**src/rtl/core/tcp_pkg.sv**
```systemverilog
// ----------------------------------------------------------------------------
// tcp_pkg
// Shared types, constants and tables for the texture coordinate projector.
// ----------------------------------------------------------------------------
package tcp_pkg;

    localparam int COORD_FRAC_BITS = 16;
    localparam int CORDIC_STAGES   = 20;
    localparam int ATAN_LEN        = 30;
    localparam int DW              = 33;   // difference width
    localparam int NW              = 41;   // normalized operand width
    localparam int CW              = 46;   // cordic datapath width
    localparam int NORM_MSB        = 39;
    localparam int HALF            = 1 << (COORD_FRAC_BITS - 1);
    localparam int EPS             = ((9 << COORD_FRAC_BITS) + 5000) / 10000;

    localparam logic [21:0] GAIN_Q20 = 22'd1726753;

    localparam logic [31:0] ATAN_TURNS [ATAN_LEN] = '{
        32'd536870912, 32'd316933406, 32'd167458907, 32'd85004756, 32'd42667331,
        32'd21354465,  32'd10679838,  32'd5340245,   32'd2670163,  32'd1335087,
        32'd667544,    32'd333772,    32'd166886,    32'd83443,    32'd41722,
        32'd20861,     32'd10430,     32'd5215,      32'd2608,     32'd1304,
        32'd652,       32'd326,       32'd163,       32'd81,       32'd41,
        32'd20,        32'd10,        32'd5,         32'd3,        32'd1
    };

    localparam logic [2:0] REG_MODE  = 3'd0;
    localparam logic [2:0] REG_AXIS  = 3'd1;
    localparam logic [2:0] REG_CX    = 3'd2;
    localparam logic [2:0] REG_CY    = 3'd3;
    localparam logic [2:0] REG_CZ    = 3'd4;
    localparam logic [2:0] REG_ISX   = 3'd5;
    localparam logic [2:0] REG_ISY   = 3'd6;
    localparam logic [2:0] REG_ISZ   = 3'd7;

    localparam logic [1:0] MODE_PLANAR = 2'd0;
    localparam logic [1:0] MODE_CYL    = 2'd1;
    localparam logic [1:0] MODE_SPH    = 2'd2;
    localparam logic [1:0] MODE_CUBIC  = 2'd3;

    localparam logic [1:0] AX_X = 2'd0;
    localparam logic [1:0] AX_Y = 2'd1;
    localparam logic [1:0] AX_Z = 2'd2;

    localparam logic [1:0] ACT_SET  = 2'd0;
    localparam logic [1:0] ACT_KEEP = 2'd1;
    localparam logic [1:0] ACT_COPY = 2'd2;

    typedef struct packed {
        logic [1:0]         mode;
        logic [1:0]         axis;
        logic signed [31:0] center_x;
        logic signed [31:0] center_y;
        logic signed [31:0] center_z;
        logic signed [31:0] inv_size_x;
        logic signed [31:0] inv_size_y;
        logic signed [31:0] inv_size_z;
    } cfg_t;

    typedef struct packed {
        logic [1:0]           mode;
        logic signed [31:0]   tu;
        logic signed [31:0]   tv;
        logic signed [NW-1:0] bn;
        logic                 has_old;
        logic signed [31:0]   old_u;
        logic signed [31:0]   old_v;
        logic [31:0]          hd;
        logic                 rc_zero;
    } side_t;

endpackage

```
**src/rtl/core/tcp_cfg.sv**
```systemverilog
// ----------------------------------------------------------------------------
// tcp_cfg
// Register file behind the apb port.
// ----------------------------------------------------------------------------
module tcp_cfg (
    input  logic          clk,
    input  logic          rst_n,
    input  logic          psel,
    input  logic          penable,
    input  logic          pwrite,
    input  logic [4:0]    paddr,
    input  logic [31:0]   pwdata,
    output logic [31:0]   prdata,
    output logic          pready,
    output tcp_pkg::cfg_t cfg
);
    import tcp_pkg::*;

    cfg_t cfg_reg;

    assign pready = 1'b1;
    assign cfg    = cfg_reg;

    always_ff @(posedge clk or negedge rst_n)
    begin
        if (!rst_n)
        begin
            cfg_reg.mode       <= MODE_PLANAR;
            cfg_reg.axis       <= AX_X;
            cfg_reg.center_x   <= '0;
            cfg_reg.center_y   <= '0;
            cfg_reg.center_z   <= '0;
            cfg_reg.inv_size_x <= 32'sd65536;
            cfg_reg.inv_size_y <= 32'sd65536;
            cfg_reg.inv_size_z <= 32'sd65536;
        end
        else if (psel && penable && pwrite && pready)
        begin
            unique case (paddr[4:2])
                REG_MODE: cfg_reg.mode       <= pwdata[1:0];
                REG_AXIS: cfg_reg.axis       <= pwdata[1:0];
                REG_CX:   cfg_reg.center_x   <= pwdata;
                REG_CY:   cfg_reg.center_y   <= pwdata;
                REG_CZ:   cfg_reg.center_z   <= pwdata;
                REG_ISX:  cfg_reg.inv_size_x <= pwdata;
                REG_ISY:  cfg_reg.inv_size_y <= pwdata;
                REG_ISZ:  cfg_reg.inv_size_z <= pwdata;
                default:  cfg_reg.mode       <= cfg_reg.mode;
            endcase
        end
    end

    always_comb
    begin
        unique case (paddr[4:2])
            REG_MODE: prdata = {30'd0, cfg_reg.mode};
            REG_AXIS: prdata = {30'd0, cfg_reg.axis};
            REG_CX:   prdata = cfg_reg.center_x;
            REG_CY:   prdata = cfg_reg.center_y;
            REG_CZ:   prdata = cfg_reg.center_z;
            REG_ISX:  prdata = cfg_reg.inv_size_x;
            REG_ISY:  prdata = cfg_reg.inv_size_y;
            REG_ISZ:  prdata = cfg_reg.inv_size_z;
            default:  prdata = '0;
        endcase
    end

endmodule

```
**config.mk**
```make
export PLATFORM = sky130hd
export DESIGN_NAME = tcp_cfg
export DESIGN_NICKNAME = d
export VERILOG_FILES = /design/src/rtl/core/tcp_pkg.sv /design/src/rtl/core/tcp_cfg.sv
export SDC_FILE = /design/constraint.sdc
export NUM_CORES = 1
export LEC_CHECK = 0
export ABC_CLOCK_PERIOD_IN_PS = 3600
export BUFFER_PORTS_ARGS = -buffer_cell sky130_fd_sc_hd__buf_4
export CORE_ASPECT_RATIO = 0.8
export CORE_MARGIN = 1.5
export CORE_UTILIZATION = 28
export CTS_CLUSTER_SIZE = 8
export DETAILED_ROUTE_END_ITERATION = 16
export GPL_TIMING_DRIVEN = 1
export REMOVE_ABC_BUFFERS = 1
export SKIP_CTS_REPAIR_TIMING = 1
export SKIP_LAST_GASP = 1
export SLEW_MARGIN = 20
export SYNTH_ARGS = -nofsm -noshare
export SYNTH_HDL_FRONTEND = slang
export SYNTH_SLANG_ARGS = --single-unit
```
**constraint.sdc**
```tcl
create_clock -name clk -period 3.6 [get_ports clk]
set_input_delay 0.36 -clock clk [delete_from_list [all_inputs] [get_ports clk]]
set_output_delay 0.36 -clock clk [all_outputs]
set_load 0.02 [all_outputs]
```
==> impl_metrics.ini <==
[finish]
largest_reg_flops = 196
final_cell_area_um2 = 12130
layout_commonest_cell = buf_4
nets = 938
n_antenna_cell = 0
area_delta_synth_final_pct = 33.39
most-common-layout-cells = 285 x buf_4, 196 x mux2_2, 193 x dfrtp_1
drive_gt1_share_pct = 58.53

[pwr]
switching_share_pct = 33.95
comb_power_share_pct = 32.3
ir_worst_vdd_mv = 0.2987
total_power_mw = 7.266
leakage_nw = 5.815
seqPwrFrac_pct = 41.3
p_clk_share_pct = 26.4
intPower_mw = 4.799
netSwitchingPower_mw = 2.467
power_density_nw_per_um2 = 599.2

[global_routing]
grt_pass1_wl_um = 42420
antenna_found_initial = 0
grt_pass1_vias = 6672
grt_max_degree = 99
grt-ovfl-total = 0
grt_usage_pct = 16.81

[routing]
dr.first_iter.drc_count = 270
drt_wl_total_um = 27900
via_count = 6394
ant_nets = 0
wl_per_cell_um = 21.00
drt_first_pass_iters = 4
drc = 0
avgViaCountPerCell = 4.811

[worst_setup_path]
cp_data_arrival_time_ps = 2300
path_max_fanout = 20
rr_endpoint = cfg[118]$_DFFE_PN0P_
worstPathRequired_ps = 3240
reg2reg_slack_ps = 2790
cp-end-kind = output pin
startpoint_type = input pin
reg2reg_depth = 1
r2r-start = cfg[118]$_DFFE_PN0P_
critical_path_class = input pin to output pin

[synthesis]
synth_cell_types = 35
synth.area.top_cells = dfrtp_1 53%, mux2_2 24%, mux2i_1 7.7%
synthCells = 633
avgSynthCellArea_um2 = 14.36
syn-cell-area_um2 = 9090
async_flop_share_pct = 100.0
synth_warnings = 0
synth-seq-area-share_pct = 54.00
synth_top_cell_area_share_pct = 53.13
synth_flop_cell = dfrtp_1
synth_edf_count = 0
synth_area_leader_cell = dfrtp_1
ys_ff_latch = 196

[placed_design]
dp_hpwl_um = 19160
io_buffers = 267
gp_congestion = 0.7302
place_ws_ps = 914.3
place_area_um2 = 11550

[timing]
relSlewSlack_pct = 44.68
whs_ps = 41.36
skew_ps = 0
fin_setup_tns_ps = 0
rsz0062_at_grt = false
slew_violations = 0
fin_crit_sh_pct = 73.99
fmaxAchievable_ghz = 0.3754
finalWorstSetupSlack_ps = 936.3
finalHoldViolCount = 0
layout_min_cycle_time_ps = 2664
finalSetupViolCount = 0
worstMarginPinSlew_ps = 829.9

[clock_tree]
h-tree-depth = 4
clk_pin_slew_ps = 70
insertion_delay_ps = 430
clock_path_buffers = 2
cts_buffers = 17
cts_num_sinks = 196
cts-root-buf = clkbuf_16
cts_tree = yes

[floorplan]
core_area_um2 = 31710
die_x_um = 204.4
fp.dieArea_um2 = 33560
io_pins = 271
placement_rows = 58
initial_core_util_pct = 28.66
dieHeight_um = 164.2

[hold_path]
hold_path_class = input pin to async pin

[flow_run]
max_cap_viol_count = 0

[run_status]
status = completed
worst max-delay path by stage:
stage	startpoint	depth (start not counted)	endpoint	slack (ps)
after global placement	paddr[3]	6	prdata[23]	940
after global routing	paddr[3]	6	prdata[23]	840
after detailed placement	paddr[3]	6	prdata[23]	910
after floorplan	pwrite	3	cfg[128]$_DFFE_PN0P_	1670
final	paddr[3]	6	prdata[23]	940
after CTS	paddr[3]	6	prdata[23]	920
final cells by class:
class	count	area, um2
clock buffer	19	442.9
clock inverter	13	132.6
fill	3054	19590
inverter	1	3.754
multi-input combinational	391	3899
sequential	196	4908
tap	420	525.5
timing repair buffer	289	2213
per-layer routing:
| metal | track usage, % | part of all wire [%] |
|---|---|---|
| met1 | 23.42 | 48 |
| met2 | 25.82 | 45 |
| met3 | 4.901 | 6.6 |
| met4 | 3.443 | 0.75 |
| met5 | 0 | 0 |
kinds of logic (layout without fill, tap and decap cells):
| family | count (synthesis) | count (layout) | synth area share [%] |
|---|---|---|---|
| AND/OR/NAND/NOR | 55 | 55 | 4.102 |
| multiplexers | 278 | 278 | 33.97 |
| other | 1 | 1 | 0.04125 |
| buffers and inverters | 46 | 322 | 3.166 |
| AO/OA/AOI/OAI | 57 | 57 | 4.721 |
| flip-flops | 196 | 196 | 54.00 |
critical path, stage by stage:
cell and delay [ps]:
buf_4 300, buf_4 340, inv_1 330, nor3_1 560
a211o_1 230, buf_4 150
cells in the mapped netlist, types with 4 or more instances:
| cell | instances |
|---|---|
| mux2_1 | 8 |
| o21a_1 | 8 |
| buf_4 | 25 |
| dfrtp_1 | 193 |
| clkbuf_1 | 6 |
| o21ai_0 | 13 |
| o22a_1 | 7 |
| buf_2 | 11 |
| nand3b_1 | 11 |
| mux2i_1 | 70 |
| mux4_2 | 4 |
| nand2b_1 | 4 |
| nand3_1 | 17 |
| nor2_1 | 9 |
| nor2_4 | 4 |
| o221ai_1 | 14 |
| mux2_2 | 196 |
metrics by stage:
stage | utilization, % | cells
after floorplan | - | 588
after global placement | 36.42 | 1297
after detailed placement | 36.42 | 1297
after CTS | 38.23 | 1329
after global routing | 38.23 | 1329
final | 38.23 | 1329
power groups by stage:
stage	Combinational (mW)	Sequential [mW]	Clock [mW]
after global routing	2.50	3.07	2.07
after detailed placement	2.37	3.04	0
final	2.34	3.00	1.92
after CTS	2.38	3.00	2.00
after floorplan	0.705	3.49	0
after global placement	2.36	3.03	0
Power figures use the tool's default switching activity.
